### src/design/rgb_conv3x3_extremum_filter_assert.svh
// Assertion macros shared by the filter modules.
`ifndef RGB_CONV3X3_EXTREMUM_FILTER_ASSERT_SVH
`define RGB_CONV3X3_EXTREMUM_FILTER_ASSERT_SVH

// A condition that holds at every clock edge outside reset.
`define RCEF_ASSERT(lbl, expr) \
  lbl: assert property (@(posedge clk) disable iff (rst) (expr)) \
    else $error("rcef: invariant violated");

// A condition that, once seen, forces another one at the next edge.
`define RCEF_ASSERT_NEXT(lbl, pre, post) \
  lbl: assert property (@(posedge clk) disable iff (rst) (pre) |=> (post)) \
    else $error("rcef: sequence violated");

`endif

### src/design/rcef_pkg.sv
package rcef_pkg;

  // Default largest image side.
  localparam int RCEF_MAX_SIZE = 1024;
  // Smallest accepted image side.
  localparam logic [10:0] RCEF_MIN_SIZE = 11'd3;
  // Width of a colour sum over the window.
  localparam int SUMW = 21;

  // Register indexes on the configuration port.
  typedef enum logic [2:0] {
    REG_SIZE = 3'd0,
    REG_KTOP = 3'd1,
    REG_KMID = 3'd2,
    REG_KBOT = 3'd3,
    REG_DIV  = 3'd4,
    REG_EXT  = 3'd5
  } reg_idx_t;

  // Current register contents.
  typedef struct packed {
    logic [10:0] size;
    logic [23:0] ktop;
    logic [23:0] kmid;
    logic [23:0] kbot;
    logic [7:0]  div;
    logic        ext;
  } cfg_t;

  // Commands from the controller to the datapath.
  typedef struct packed {
    logic       upd;
    logic       mac;
    logic [3:0] tap;
    logic       ext;
    logic       dinit;
    logic       dstep;
    logic       push;
  } cmd_t;

  // Status from the datapath to the controller.
  typedef struct packed {
    logic emit;
    logic interior;
    logic out_busy;
  } sts_t;

  // One colour channel of a packed pixel.
  function automatic logic [7:0] chan(input logic [23:0] px, input logic [1:0] ch);
    logic [7:0] v;
    unique case (ch)
      2'd0:    v = px[7:0];
      2'd1:    v = px[15:8];
      default: v = px[23:16];
    endcase
    return v;
  endfunction

  // Kernel coefficient of a window position, raster order.
  function automatic logic signed [7:0] coef_sel(input cfg_t c, input logic [3:0] tap);
    logic [7:0] v;
    unique case (tap)
      4'd0:    v = c.ktop[7:0];
      4'd1:    v = c.ktop[15:8];
      4'd2:    v = c.ktop[23:16];
      4'd3:    v = c.kmid[7:0];
      4'd4:    v = c.kmid[15:8];
      4'd5:    v = c.kmid[23:16];
      4'd6:    v = c.kbot[7:0];
      4'd7:    v = c.kbot[15:8];
      default: v = c.kbot[23:16];
    endcase
    return signed'(v);
  endfunction

endpackage

### src/design/rcef_regs.sv
module rcef_regs
  import rcef_pkg::*;
#(
  parameter int MAX_SIZE = RCEF_MAX_SIZE
) (
  input  logic        clk,
  input  logic        rst,
  input  logic        psel,
  input  logic        penable,
  input  logic        pwrite,
  input  logic [4:0]  paddr,
  input  logic [31:0] pwdata,
  output logic [31:0] prdata,
  output logic        pready,
  output cfg_t        cfg,
  output logic        size_wr,
  output logic [10:0] size_val
);

  logic     wr;
  reg_idx_t idx;
  logic [10:0] raw;

  assign pready = 1'b1;
  assign wr     = psel & penable & pwrite;
  assign idx    = reg_idx_t'(paddr[4:2]);
  assign raw    = pwdata[10:0];

  // The image side is clamped into the supported range on write.
  always_comb begin
    if (raw < RCEF_MIN_SIZE) begin
      size_val = RCEF_MIN_SIZE;
    end else if (32'(raw) > MAX_SIZE) begin
      size_val = 11'(MAX_SIZE);
    end else begin
      size_val = raw;
    end
  end

  assign size_wr = wr && (idx == REG_SIZE);

  // Register writes.
  always_ff @(posedge clk) begin
    if (rst) begin
      cfg.size <= RCEF_MIN_SIZE;
      cfg.ktop <= '0;
      cfg.kmid <= '0;
      cfg.kbot <= '0;
      cfg.div  <= 8'd1;
      cfg.ext  <= 1'b0;
    end else if (wr) begin
      unique case (idx)
        REG_SIZE: cfg.size <= size_val;
        REG_KTOP: cfg.ktop <= pwdata[23:0];
        REG_KMID: cfg.kmid <= pwdata[23:0];
        REG_KBOT: cfg.kbot <= pwdata[23:0];
        REG_DIV:  cfg.div  <= pwdata[7:0];
        REG_EXT:  cfg.ext  <= pwdata[0];
        default: ;
      endcase
    end
  end

  // Read-back.
  always_comb begin
    unique case (idx)
      REG_SIZE: prdata = 32'(cfg.size);
      REG_KTOP: prdata = 32'(cfg.ktop);
      REG_KMID: prdata = 32'(cfg.kmid);
      REG_KBOT: prdata = 32'(cfg.kbot);
      REG_DIV:  prdata = 32'(cfg.div);
      REG_EXT:  prdata = 32'(cfg.ext);
      default:  prdata = '0;
    endcase
  end

endmodule

### config.mk
export PLATFORM = sky130hd
export DESIGN_NAME = rcef_regs
export DESIGN_NICKNAME = d
export VERILOG_FILES = /design/src/design/rgb_conv3x3_extremum_filter_assert.svh /design/src/design/rcef_pkg.sv /design/src/design/rcef_regs.sv
export SDC_FILE = /design/constraint.sdc
export NUM_CORES = 1
export LEC_CHECK = 0
export BUFFER_PORTS_ARGS = -buffer_cell sky130_fd_sc_hd__buf_4
export CORE_ASPECT_RATIO = 0.75
export CORE_UTILIZATION = 50
export CTS_BUF_LIST = sky130_fd_sc_hd__clkbuf_4 sky130_fd_sc_hd__clkbuf_8
export DETAILED_ROUTE_END_ITERATION = 6
export PLACE_DENSITY = 0.82
export SLEW_MARGIN = 0
export SYNTH_ARGS = -nofsm -noshare
export SYNTH_HDL_FRONTEND = slang
export SYNTH_SLANG_ARGS = --single-unit
### constraint.sdc
create_clock -name clk -period 1.6 [get_ports clk]
set_input_delay 0.16 -clock clk [delete_from_list [all_inputs] [get_ports clk]]
set_output_delay 0.16 -clock clk [all_outputs]
set_load 0.01 [all_outputs]
==> impl_summary.md <==
STA
Clock skew on the completed layout was measured at 0 ns. Hold is met by 0.0636 ns. Static timing analysis puts the maximum clock frequency at 0.625 GHz. The number of max-slew violations in the final report is 0. The count of final hold-check violations came to 0.

The slack of the critical path is 0.00101 ns. Setup repair after global routing could not meet its margin everywhere. Of the available clock period, the critical path in the final layout requires 0.999. The clock period minus worst slack is about 1.6 ns. Setup violations remaining at the end of the flow were counted as 0.

Clocking
Clock tree synthesis selected as its root buffer the cell sky130_fd_sc_hd__clkbuf_8. CTS built an H-tree with a depth of 3. Counting the buffers created by CTS gives 9. The clock slew seen by the registers of the worst setup and hold paths is 0.10 ns. Counting every sink on the clock net gives 92. The longest clock path from root to sink contains 2 buffers. TritonCTS built the clock tree.

The clock reaches the later pin of the worst-skew pair after 0.35 ns.

Critical path
Data on the critical path is required at its endpoint by 1.44 ns. The critical path class is reg2out. The number of buffer and inverter instances along the worst setup path is 1.

The slowest stage of the critical path is the sky130_fd_sc_hd__mux4_2 cell. The worst setup path is launched from a flop. The family of cells with the greatest summed delay on the critical path is multiplexers.

In this run the worst path has a maximum fanout of 2. Traced cell by cell, the critical path runs through mux4_2 > nor2b_4 > buf_6. The worst setup path is captured at an output port. Data on the critical path arrives at its endpoint at 1.44 ns. The peak per-stage delay on the critical path is 0.47 ns.

Finish
For this run, the post-layout net count is 722. From synthesis to final layout, the design area changed by 37.9%. The largest registers in the layout are cfg (92). The number of antenna diodes is 0. Measured on the finished design, the core utilization comes to 0.723. Of the cells placed in the final design, the portion with a size suffix greater than 1 is 0.444. The number of cells in the finished layout apart from fillers is about 790.

The register with the most flip-flops in the layout has 92 of them. cfg holds more flip-flops than any other register.

Drt
After detailed routing, the number of remaining DRC violations is 13. Wire segments on met3 add up to 1710 um in the final route. The average wire length per cell after detail routing is 19.3 um. The total detailed-routing wirelength is 15,300 um. After detailed routing, the wire length on met1 is 6320 um.

The met2 wire length is roughly 7000 um. The routed layout has 4,908 vias. The vias per cell is 6.19.

The detail route stage leaves a number of antenna-violating nets equal to 0. The detailed router finished its first iteration with 414 violations. The first detailed-routing pass took 7 iterations. The highest routed metal layer is met4.

GRT
The number of antenna violations at the first check in global routing came to 0. The overall overflow remaining after global route is 0. The global routing usage summed across all routing layers is 0.326.

The global-route wire length before repair is 24,200 um. The number of global-route vias before repair is 4,617. Entering global routing, the biggest net connects between 40 and 50 pins.

Run status
The checks that failed: design-rule violations. The run finished, with violations left.

Power and ir drop
Overall power consumption after layout is estimated at 4.52 mW. Of the total power, the share spent switching nets is 0.265. Power spread over the standard cell area amounts to 724 nW/um^2.

For this design the total switching power over the nets is around 1.2 mW. The cell leakage power is ~2.6 nW. The portion of total power attributed to combinational logic is 0.128.

Of the total power, the clock network draws 0.359. IR analysis of the VDD net gives a maximum drop of 422 uV. The share of total power dissipated in sequential elements is 0.513. Cell internal power was estimated by the tool at 3.32 mW.

Floorplanning
The number of primary I/O pins is 179. The initial core utilization is 0.524. The die outline height is 84.4 um.

The floorplan step set the die width to 112 um. The full die area is 9440 sq um. The floorplan has 29 rows. The core region is 8640 sq um.

Synthesis
Dividing the synthesized area by the synthesized cell count gives 8.62 sq um. The sequential fraction of the synthesis area is 0.407. The async set or reset register ratio after synthesis is 0. Yosys mapped a number of flops with a built-in enable equal to 0. The total of flip-flops plus latches after synthesis is just over 90.

After technology mapping, the gate count stands at 525. The total number of yosys warnings is 0. The number of unique standard cell types used by synthesis is 34. The post-synth design cell area is 4530 sq um. In the synthesized netlist the dominant register cell turns out to be sky130_fd_sc_hd__dfxtp_1.

Placement
The quantity of I/O buffers inserted on ports is 159. The number of placed instances, taps included, is 765. At the end of routability-driven placement, the weighted congestion stood at 0.857. After legalization and detailed placement, the total HPWL measured approximately 10,000 um. The minimum setup slack after placement is 0.0364 ns.

Hold path
The worst hold path class is in2reg.

Run
The max-capacitance violation count is 0.
-- layout by cell type, fill, tap and decap left out, types with 2 or more instances in the layout --
| master | instances |
|---|---|
| sky130_fd_sc_hd__nor2b_4 | 3 |
| sky130_fd_sc_hd__nor2b_1 | 11 |
| sky130_fd_sc_hd__o311ai_0 | 2 |
| sky130_fd_sc_hd__nand2_1 | 2 |
| sky130_fd_sc_hd__o21ai_0 | 44 |
| sky130_fd_sc_hd__clkbuf_8 | 10 |
| sky130_fd_sc_hd__nor2_1 | 16 |
| sky130_fd_sc_hd__mux2i_1 | 8 |
| sky130_fd_sc_hd__nor4_1 | 2 |
| sky130_fd_sc_hd__buf_12 | 5 |
| sky130_fd_sc_hd__nand4_1 | 2 |
| sky130_fd_sc_hd__buf_4 | 197 |
| sky130_fd_sc_hd__buf_6 | 4 |
| sky130_fd_sc_hd__inv_1 | 2 |
| sky130_fd_sc_hd__dfxtp_2 | 22 |
| sky130_fd_sc_hd__o22ai_1 | 3 |
| sky130_fd_sc_hd__dfxtp_1 | 70 |
| sky130_fd_sc_hd__o21ai_1 | 2 |
| sky130_fd_sc_hd__or2_1 | 3 |
| sky130_fd_sc_hd__o21ai_2 | 2 |
| sky130_fd_sc_hd__mux2_2 | 13 |
| sky130_fd_sc_hd__a2bb2oi_1 | 3 |
| sky130_fd_sc_hd__conb_1 | 9 |
| sky130_fd_sc_hd__a31o_2 | 28 |
| sky130_fd_sc_hd__nand2b_1 | 26 |
| sky130_fd_sc_hd__mux4_2 | 7 |
| sky130_fd_sc_hd__a21oi_1 | 43 |
| sky130_fd_sc_hd__a31o_1 | 20 |
| sky130_fd_sc_hd__a22oi_1 | 13 |
| sky130_fd_sc_hd__nand3_1 | 48 |
| sky130_fd_sc_hd__nor3_1 | 48 |
| sky130_fd_sc_hd__inv_2 | 3 |
-- synth_stat cells (8+ instances only) --
library cell | n | area (sq um)
sky130_fd_sc_hd__dfxtp_1 | 92 | 1840
sky130_fd_sc_hd__nor2b_1 | 15 | 93.8
sky130_fd_sc_hd__nor3_1 | 48 | 240
sky130_fd_sc_hd__o21ai_0 | 48 | 240
sky130_fd_sc_hd__nand3_1 | 48 | 240
sky130_fd_sc_hd__nor2_1 | 16 | 60.1
sky130_fd_sc_hd__buf_4 | 9 | 67.6
sky130_fd_sc_hd__a22oi_1 | 13 | 97.6
sky130_fd_sc_hd__a31o_1 | 20 | 175
sky130_fd_sc_hd__a21oi_1 | 43 | 215
sky130_fd_sc_hd__nand2b_1 | 27 | 169
sky130_fd_sc_hd__mux2_2 | 13 | 146
sky130_fd_sc_hd__a31o_2 | 28 | 245
sky130_fd_sc_hd__mux2i_1 | 8 | 80.1
sky130_fd_sc_hd__clkbuf_1 | 45 | 169
-- logic make-up (layout without fill, tap and decap cells) --
family | after synthesis | in the layout | share of synthesized area
buffers and inverters | 75 | 228 | 0.0799
muxes | 28 | 28 | 0.0849
DFF | 92 | 92 | 0.407
AOI/OAI and AO/OA | 162 | 162 | 0.232
other | 2 | 9 | 0.00166
and+or+nand+nor | 166 | 166 | 0.194
-- worst paths after layout --
path         slack, ns                 start                   end  depth (start not counted)
max reg2reg       0.70  cfg[17]$_SDFFE_PP0P_  cfg[17]$_SDFFE_PP0P_                          3
min reg2reg       0.50  cfg[87]$_SDFFE_PP0P_  cfg[87]$_SDFFE_PP0P_                          2
max              0.001  cfg[18]$_SDFFE_PP0P_             prdata[9]                          3
min               0.06            pwdata[15]  cfg[72]$_SDFFE_PP0P_                          3
-- final cells by class --
cell class,count,area (sq um)
Fill cell,670,2390
Multi-Input combinational cell,365,2390
Sequential cell,92,1870
Timing Repair Buffer,206,1620
Clock buffer,11,145
Tap cell,108,135
Clock inverter,5,60.1
Inverter,6,22.5
-- through the flow --
step	TNS, ns	instance area (sq um)
4_1_cts	-0.0511	6160
6_report	0	6240
5_1_grt	-0.137	6240
2_1_floorplan	0	4550
3_5_place_dp	0	5870
3_3_place_gp	0	5870
-- routing by layer --
| metal | global-route usage | vias to the layer above |
|---|---|---|
| li1 | - | 2211 |
| met1 | 0.430 | 2366 |
| met2 | 0.523 | 301 |
| met3 | 0.0917 | 30 |
| met4 | 0.0909 | 0 |
| met5 | 0 | - |
-- power by group through the flow --
stage                     registers, mW  clock network (mW)  logic [mW]
after floorplan                    2.38                   0       0.295
after global routing               2.32                1.73       0.609
after global placement             2.37                   0       0.540
final                              2.32                1.62       0.576
after CTS                          2.32                1.63       0.558
after detailed placement           2.37                   0       0.552
-- worst min-delay path, delay by kind of cell --
| family | cells | cell delay [ns] |
|---|---|---|
| and+or+nand+nor | 1 | 0.06 |
| buffers and inverters | 1 | 0.11 |
| AOI/OAI and AO/OA | 1 | 0.05 |
-- repair_timing --
item,CTS,global route
setup buffers,9,3
gates resized for setup,17,24
hold buffers,0,0
endpoints found under the setup margin,6,12
Note: power is estimated with default switching activity, not from simulation.
