`config.mk`:
```
export PLATFORM = sky130hd
export DESIGN_NAME = rcef_ctrl
export DESIGN_NICKNAME = d
export VERILOG_FILES = /design/src/design/rcef_pkg.sv /design/src/design/rcef_ctrl.sv
export VERILOG_INCLUDE_DIRS = /design/src /design/src/design
export SDC_FILE = /design/constraint.sdc
export NUM_CORES = 1
export LEC_CHECK = 0
export BUFFER_PORTS_ARGS = -buffer_cell sky130_fd_sc_hd__buf_4
export CAP_MARGIN = 0
export CORE_AREA = 2 2 39 41
export DETAILED_ROUTE_END_ITERATION = 10
export DIE_AREA = 0 0 41 43
export PLACE_DENSITY = 0.71
export REMOVE_ABC_BUFFERS = 1
export SYNTH_ARGS = -nofsm -noshare
export SYNTH_HDL_FRONTEND = slang
export SYNTH_SLANG_ARGS = --single-unit
```
`constraint.sdc`:
```
create_clock -name clk -period 3.45 [get_ports clk]
set_clock_uncertainty 0.15 [all_clocks]
set_input_delay 0.5175 -clock clk [delete_from_list [all_inputs] [get_ports clk]]
set_output_delay 0.5175 -clock clk [all_outputs]
set_load 0.01 [all_outputs]
```
`src/design/rgb_conv3x3_extremum_filter_assert.svh`:
```
// Assertion macros shared by the filter modules.
`ifndef RGB_CONV3X3_EXTREMUM_FILTER_ASSERT_SVH
`define RGB_CONV3X3_EXTREMUM_FILTER_ASSERT_SVH

// A condition that holds at every clock edge outside reset.
`define RCEF_ASSERT(lbl, expr) \
  lbl: assert property (@(posedge clk) disable iff (rst) (expr)) \
    else $error("rcef: invariant violated");

// A condition that, once seen, forces another one at the next edge.
`define RCEF_ASSERT_NEXT(lbl, pre, post) \
  lbl: assert property (@(posedge clk) disable iff (rst) (pre) |=> (post)) \
    else $error("rcef: sequence violated");

`endif

```
`src/design/rcef_pkg.sv`:
```
package rcef_pkg;

  // Default largest image side.
  localparam int RCEF_MAX_SIZE = 1024;
  // Smallest accepted image side.
  localparam logic [10:0] RCEF_MIN_SIZE = 11'd3;
  // Width of a colour sum over the window.
  localparam int SUMW = 21;

  // Register indexes on the configuration port.
  typedef enum logic [2:0] {
    REG_SIZE = 3'd0,
    REG_KTOP = 3'd1,
    REG_KMID = 3'd2,
    REG_KBOT = 3'd3,
    REG_DIV  = 3'd4,
    REG_EXT  = 3'd5
  } reg_idx_t;

  // Current register contents.
  typedef struct packed {
    logic [10:0] size;
    logic [23:0] ktop;
    logic [23:0] kmid;
    logic [23:0] kbot;
    logic [7:0]  div;
    logic        ext;
  } cfg_t;

  // Commands from the controller to the datapath.
  typedef struct packed {
    logic       upd;
    logic       mac;
    logic [3:0] tap;
    logic       ext;
    logic       dinit;
    logic       dstep;
    logic       push;
  } cmd_t;

  // Status from the datapath to the controller.
  typedef struct packed {
    logic emit;
    logic interior;
    logic out_busy;
  } sts_t;

  // One colour channel of a packed pixel.
  function automatic logic [7:0] chan(input logic [23:0] px, input logic [1:0] ch);
    logic [7:0] v;
    unique case (ch)
      2'd0:    v = px[7:0];
      2'd1:    v = px[15:8];
      default: v = px[23:16];
    endcase
    return v;
  endfunction

  // Kernel coefficient of a window position, raster order.
  function automatic logic signed [7:0] coef_sel(input cfg_t c, input logic [3:0] tap);
    logic [7:0] v;
    unique case (tap)
      4'd0:    v = c.ktop[7:0];
      4'd1:    v = c.ktop[15:8];
      4'd2:    v = c.ktop[23:16];
      4'd3:    v = c.kmid[7:0];
      4'd4:    v = c.kmid[15:8];
      4'd5:    v = c.kmid[23:16];
      4'd6:    v = c.kbot[7:0];
      4'd7:    v = c.kbot[15:8];
      default: v = c.kbot[23:16];
    endcase
    return signed'(v);
  endfunction

endpackage

```
`src/design/rcef_ctrl.sv`:
```
module rcef_ctrl
  import rcef_pkg::*;
(
  input  logic clk,
  input  logic rst,
  input  logic in_valid,
  output logic in_ready,
  input  sts_t sts,
  output cmd_t cmd
);

  typedef enum logic [2:0] {
    S_IDLE, S_UPD, S_MAC, S_EXT, S_DINIT, S_DIV, S_OUT
  } state_t;

  state_t     state;
  logic [3:0] step;

  assign in_ready = (state == S_IDLE);

  // Commands follow from the state and the step count.
  always_comb begin
    cmd       = '0;
    cmd.upd   = (state == S_UPD);
    cmd.mac   = (state == S_MAC);
    cmd.tap   = step;
    cmd.ext   = (state == S_EXT);
    cmd.dinit = (state == S_DINIT);
    cmd.dstep = (state == S_DIV);
    cmd.push  = (state == S_OUT);
  end

  // Sequencer.
  always_ff @(posedge clk) begin
    if (rst) begin
      state <= S_IDLE;
      step  <= '0;
    end else begin
      unique case (state)
        S_IDLE: begin
          if (in_valid) state <= S_UPD;
        end
        S_UPD: begin
          step <= '0;
          if (!sts.emit) begin
            state <= S_IDLE;
          end else if (sts.interior) begin
            state <= S_MAC;
          end else begin
            state <= S_OUT;
          end
        end
        S_MAC: begin
          if (step == 4'd8) begin
            state <= S_EXT;
          end else begin
            step <= step + 4'd1;
          end
        end
        S_EXT:   state <= S_DINIT;
        S_DINIT: begin
          step  <= '0;
          state <= S_DIV;
        end
        S_DIV: begin
          if (step == 4'd7) begin
            state <= S_OUT;
          end else begin
            step <= step + 4'd1;
          end
        end
        S_OUT: begin
          if (!sts.out_busy) state <= S_IDLE;
        end
        default: state <= S_IDLE;
      endcase
    end
  end

  `include "rgb_conv3x3_extremum_filter_assert.svh"

  `RCEF_ASSERT(a_mac_step, (state != S_MAC) || (step <= 4'd8))
  `RCEF_ASSERT(a_div_step, (state != S_DIV) || (step <= 4'd7))
  `RCEF_ASSERT_NEXT(a_accept_upd, (state == S_IDLE) && in_valid, state == S_UPD)

endmodule

```
==> results.yml, run 1 <==
placement:
  dp_slack_ns: 1.72
  dp.cells: 94
  io_buffers: 16
  place_congestion: 0.739
  hpwl_um: 804
  dpl_cell_area_um2: 643
yosys:
  synth.distinct_cells: 31
  syn_inst: 66
  avgSynthCellArea_um2: 8.08
  synth_area_leaders: "dfxtp_1 26%, nor3_1 6.6%, nor2_1 5.6%"
  synth_seq_area_share: 0.263
  yosys_warnings: 0
  netlist.area_leader.share: 0.263
  synth_area_um2: 533
  yosys_register_bits: 7
  synth_largest_area_cell: "dfxtp_1"
routing:
  firstDrtPassIters: 4
  viasPerCell: 5.09
  drtIter0Drc: 14
  post_drt_wl_per_cell_um: 11.4
  vias: 499
  route.detailed.drc: 0
  drtAntennaViolNets: 0
  totalWireLength_um: 1120
cts:
  cts-root-buf: "clkbuf_4"
  clk_pin_slew_worst_paths_ns: 0.05
  insertion_delay_ns: 0.25
  numCtsBuffers: 3
  cts_tree: "yes"
  htree_levels: 1
  clock_path_buffers: 2
  cts.sinks: 7
  cts_hold_buf: 0
  cts_resized: 0
  post_cts_buffers: 0
timing:
  final_hold_viol_count: 0
  fin_crit_ns: 2.00
  worstMarginPinSlew_ns: 0.538
  post-route-period-util: 0.580
  totalNegativeSetupSlack_ns: 0
  rsz0062_at_grt: "false"
  drv_slew: 0
  fmax_ghz: 0.499
  worst_slack_ns: 1.45
  setup-violations-final: 0
  worst_slew_margin_rel: 0.641
setup_path:
  critical_path_arrival_ns: 1.33
  path_depth: 2
  worstRegToRegCells: 5
  path_delay_family: "flip-flops"
  rr_startpoint: "step[0]"
  max_stage_delay_ns: 0.57
  critPathSlowestCell: "dfxtp_1"
  startpoint: "state[1]"
  critPathCapture: "cmd[8]"
  r2r_slack_ns: 1.77
  cp_num_buf_inv: 1
  required_ns: 2.78
  worst-setup-path-type: "flop to output port"
  start_kind: "flop"
  cp_max_fo: 11
  crit_chain: "nor3b_2 -> buf_4"
  r2r-end: "step[1]"
  worstSetupEndpointType: "output port"
power:
  cellLeakagePower_nw: 0.307
  ir_drop_mv: 0.206
  pwr_density_cell_nw_per_um2: 346
finish:
  stdcell_area_um2: 669
  syn_to_final_growth_pct: 25.6
  num-fill-cells: 135
  final_cells: 98
  layout.nets: 91
  drive_above_1_share: 0.329
  seqCellArea_um2: 140
  multi_input_area_um2: 340
  antenna_cells: 0
run:
  drv_cap: 0
global_routing:
  grt_max_degree: 15
  grt_pass1_wl_um: 1780
  grt-ovfl-total: 0
  grt_pass1_vias: 432
  antenna_found_initial: 0
  track_usage: 0.146
die:
  num_rows: 14
  ios: 17
  die_y_um: 43
  core_area_um2: 1380
  start_util: 0.385
  die_w_um: 41
  dieArea_um2: 1760
worst_hold_path:
  hold_path_class: "primary input to flop"
status:
  status: "complete, no violations"
-- cell type report --
class / count / area share
inverter: 6 / 0.0336
multi-input combinational: 49 / 0.508
timing repair buffer: 16 / 0.179
sequential: 7 / 0.209
clock buffer: 4 / 0.0393
tap: 16 / 0.0299
-- cells by family (layout without fill, tap and decap cells) --
group                      count (synthesis)  count (layout)  share of synthesized area
xor gates and xnor gates                   1               1                     0.0164
DFF                                        7               7                      0.263
muxes                                      1               1                     0.0188
and+or+nand+nor                           30              30                      0.340
adders and majority gates                  2               2                     0.0469
AOI/OAI and AO/OA                         15              15                      0.216
buffers and inverters                     10              26                     0.0986
-- per-stage QoR --
stage,utilization,total power [mW],hold slack [ns]
floorplan,-,0.134,0.381
global placement,0.465,0.157,0.370
detailed placement,0.465,0.158,0.374
CTS,0.484,0.234,0.348
global route,0.484,0.246,0.366
finish,0.484,0.232,0.357
-- worst min path at each step --
stage,start,to,slack [ns],cells after the start
floorplan,step[1],step[1],0.38,2
global placement,step[1],step[1],0.37,2
detailed placement,step[1],step[1],0.37,2
CTS,rst,state[2],0.35,2
global route,rst,step[0],0.37,2
finish,rst,state[2],0.36,2
-- power by group --
group          leakage [nW]  internal [mW]  switching (mW)  total [mW]
Combinational         0.236         0.0299          0.0274      0.0573
Sequential           0.0569         0.0853          0.0138      0.0991
Clock                0.0150         0.0442          0.0310      0.0752
Total                 0.307          0.159          0.0722       0.232
-- sequential cells by signal, summed over array words and instances, names as in the netlist --
signal,cells
state,3
step,4
-- cell usage after synthesis --
cell and count:
a211oi_1 1, a21oi_1 3, a32oi_1 2, and3_1 1, and3_4 1, and3b_1 1, buf_1 1, buf_4 2
buf_6 1, dfxtp_1 7, ha_1 2, inv_1 3, inv_2 3, mux2i_1 1, nand2_1 3, nand2b_1 2
nand3_1 1, nand3b_1 1, nand3b_4 1, nor2_1 8, nor2b_1 1, nor3_1 7, nor3b_1 1, nor3b_2 1
o21ai_0 1, o21ai_1 5, o22a_1 1, o2bb2ai_2 1, o31ai_4 1, or2b_1 1, xor2_1 1
-- cells in the final DEF, fill, tap and decap left out, drive strengths merged, types with 2 or more instances in the layout --
master	netlist	routed
a21oi	3	3
o21ai	6	6
ha	2	2
nor3b	2	2
nand2b	2	2
and3	2	2
a32oi	2	2
nand3b	2	2
clkbuf	0	4
buf	4	16
nor2	8	8
dfxtp	7	7
nor3	7	7
nand2	3	3
inv	6	6
-- worst register-to-register path, delay by kind of cell, from the launching register on --
family,cells,cell delay [ns]
compound gates,1,0.27
simple gates,2,0.39
flops,1,0.36
fa+ha+maj,1,0.22
mux,1,0.21
-- routing by layer --
metal	wire length [um]	track usage	vias to the layer above
met5	0	0	-
met4	0	0.0600	0
met3	34	0.0314	0
met2	529	0.209	10
met1	554	0.205	229
li1	-	-	260
Power figures use the tool's default switching activity.
==> run 2: changes to the inputs <==
- ABC_AREA: not set -> 1
- CORE_AREA: 2 2 39 41 -> not set
- CORE_MARGIN: not set -> 2
- CORE_UTILIZATION: not set -> 43
- DIE_AREA: 0 0 41 43 -> not set
- PLACE_DENSITY: 0.71 -> 0.77
- clock period: 3.45 -> 1.75 ns (I/O delays scaled with it)
==> run 2 against run 1 <==
Effect of this change: worst hold slack lost 0.32 ns; synthesized cell count up 44%; largest cell class unchanged; synthesized area up 7.3%; critical path type unchanged; register-to-register slack worse by 1.6 ns; combinational power grew to 9.9 times the previous value; via count is 22% higher; flip-flop and latch count unchanged; critical path depth up 2; die area down 7.1%; core utilization increased by 8.6 points.
==> results.yml, run 2 <==
setup_path:
  cp_max_fo: 9
  worstSetupEndpointType: "output port"
  rr_startpoint: "step[0]"
  r2r-end: "state[2]"
  start_kind: "flop"
  critical_path_arrival_ns: 1.26
  r2r_slack_ns: 0.19
  required_ns: 1.34
  worstRegToRegCells: 8
  worst-setup-path-type: "flop to output port"
timing:
  worst_slack_ns: 0.0738
  post-route-period-util: 0.958
  worstMarginPinSlew_ns: 0.351
  rsz0062_at_grt: "false"
  totalNegativeSetupSlack_ns: 0
  fin_crit_ns: 1.68
  fmax_ghz: 0.597
  setup-violations-final: 0
  drv_slew: 0
  final_hold_viol_count: 0
  worst_slew_margin_rel: 0.766
global_routing:
  grt_pass1_wl_um: 2030
  antenna_found_initial: 0
  grt-ovfl-total: 0
  track_usage: 0.186
  grt_max_degree: 10
  grt_pass1_vias: 495
yosys:
  yosys.area_share.xor_xnor: 0.0153
  netlist.area_leader.share: 0.245
  synth_area_um2: 572
  avgSynthCellArea_um2: 6.02
  synth_largest_area_cell: "dfxtp_1"
  synth-edff-count: 0
  synth_top_family_by_area: "simple AND/OR/NAND/NOR gates"
  synth.distinct_cells: 19
  synth-async-reset-ratio: 0
  syn_inst: 95
  yosys-top-cells-count: "20 x nand2_1, 19 x nor2_1, 13 x inv_1"
  synthMuxAreaShare: 0
  yosys_register_bits: 7
  synthSimpleGateAreaFrac: 0.481
  synth_fa_ha_area_frac: 0.0438
  synth.most_common_cell: "nand2_1"
  synth_compound_area_frac: 0.0788
  ys.flop_type: "dfxtp_1"
  synth_area_leaders: "dfxtp_1 25%, nand2_1 13%, nor2_1 12%"
  synth_seq_area_share: 0.245
  yosys_warnings: 0
worst_hold_path:
  holdPathStages: 2
  min-delay-start: "rst"
  min_to: "state[0]"
  hold_path_class: "primary input to flop"
routing:
  route.detailed.drc: 0
  drtAntennaViolNets: 0
  vias: 610
  post_drt_wl_per_cell_um: 9.91
  drtIter0Drc: 10
  totalWireLength_um: 1270
  firstDrtPassIters: 4
  viasPerCell: 4.77
placement:
  io_buffers: 16
  hpwl_um: 1020
  dpl_cell_area_um2: 694
  place_congestion: 0.811
  dp_slack_ns: 0.202
cts:
  clock_path_buffers: 2
  post_cts_buffers: 0
  clk_pin_slew_worst_paths_ns: 0.05
  numCtsBuffers: 3
  cts.sinks: 7
  insertion_delay_ns: 0.25
  htree_levels: 1
  cts_tree: "yes"
  cts-root-buf: "clkbuf_4"
finish:
  drive_above_1_share: 0.283
  final_cell_mix: "20 x nand2_1, 19 x nor2_1, 16 x buf_4, 13 x inv_1"
  syn_to_final_growth_pct: 26.5
  antenna_cells: 0
  largest_reg_flops: 4
  layout.nets: 122
  final_common_cell: "nand2_1"
  top_register: "step"
  reg_top3: "step: 4 flops, state: 3 flops"
  stdcell_area_um2: 723
die:
  die_w_um: 40.5
  die_y_um: 40.5
  core_area_um2: 1270
  num_rows: 13
  ios: 17
  dieArea_um2: 1640
  start_util: 0.451
power:
  p_clk_frac: 0.146
  ir_drop_mv: 0.619
  pwr_density_cell_nw_per_um2: 1370
  sw_frac_of_total: 0.473
  cellLeakagePower_nw: 0.373
  power.share.sequential: 0.284
  p_int_mw: 0.524
  power_mw: 0.994
  netSwitchingPower_mw: 0.470
  power_frac_comb: 0.570
status:
  status: "complete, no violations"
run:
  drv_cap: 0
[run 2: cell count changes after synthesis, sizes merged, moves of 2 or more]
| cell | before | now |
|---|---|---|
| o21ai | 6 | 2 |
| and3 | 2 | 0 |
| nand2b | 2 | 0 |
| nor2 | 8 | 22 |
| nor3 | 7 | 2 |
| inv | 6 | 15 |
| a32oi | 2 | 0 |
| nor3b | 2 | 0 |
| nand3 | 1 | 10 |
| buf | 4 | 2 |
| nand2 | 3 | 22 |
| a21oi | 3 | 7 |
[run 2: stage by stage]
stage                     utilization  hold WS, ns  instances
final                           0.570       0.0384        128
after global routing            0.570       0.0309        128
after CTS                       0.569       0.0371        128
after detailed placement        0.547        0.312        124
after global placement          0.547        0.310        124
after floorplan                     -        0.182         93
[run 2: logic make-up (layout without fill, tap and decap cells)]
family	count (synthesis)	after routing
xor gates and xnor gates	1	1
and+or+nand+nor	58	58
buffers and inverters	18	36
AOI/OAI and AO/OA	9	9
DFF	7	7
adders and majority gates	2	2
[run 2: power groups by stage]
stage	clock (mW)	combinational, mW	sequential [mW]
2_1_floorplan	0	0.384	0.274
3_5_place_dp	0	0.563	0.280
6_report	0.145	0.567	0.282
5_1_grt	0.163	0.643	0.289
4_1_cts	0.154	0.568	0.278
3_3_place_gp	0	0.554	0.277
[run 2: per-layer routing]
layer  vias to the layer above  track usage  wire length (um)
met5                         -            0                 0
met4                         0       0.0333                 0
met3                         0       0.0667                42
met2                         8        0.306               618
met1                       270        0.232               606
li1                        332            -                 -
[run 2: layout make-up]
| class | count | area [um2] |
|---|---|---|
| fill | 140 | 546 |
| multi-input combinational | 70 | 354 |
| sequential | 7 | 141 |
| timing repair buffer | 16 | 120 |
| inverter | 16 | 61.3 |
| clock buffer | 3 | 22.5 |
| tap | 15 | 18.8 |
| clock inverter | 1 | 5.00 |
[run 2: how the worst max path moves through the flow]
stage,startpoint,end,cells after the start,slack (ns)
after floorplan,step[0],state[2],8,0.28
after detailed placement,step[0],state[2],8,0.20
final,state[2],cmd[9],4,0.07
after global routing,state[2],cmd[9],4,0.003
after global placement,step[0],state[2],8,0.24
after CTS,state[0],cmd[3],3,0.06
[run 2: worst max-delay path, stage by stage, from the launching register on]
cell and delay [ns]:
dfxtp_1 0.52, clkinv_2 0.15, nand3_1 0.13, inv_1 0.07, buf_4 0.14
[run 2: repair_timing]
action | CTS | global route
hold buffers | 0 | 0
endpoints found under the setup margin | 0 | 1
gates resized for setup | 0 | 1
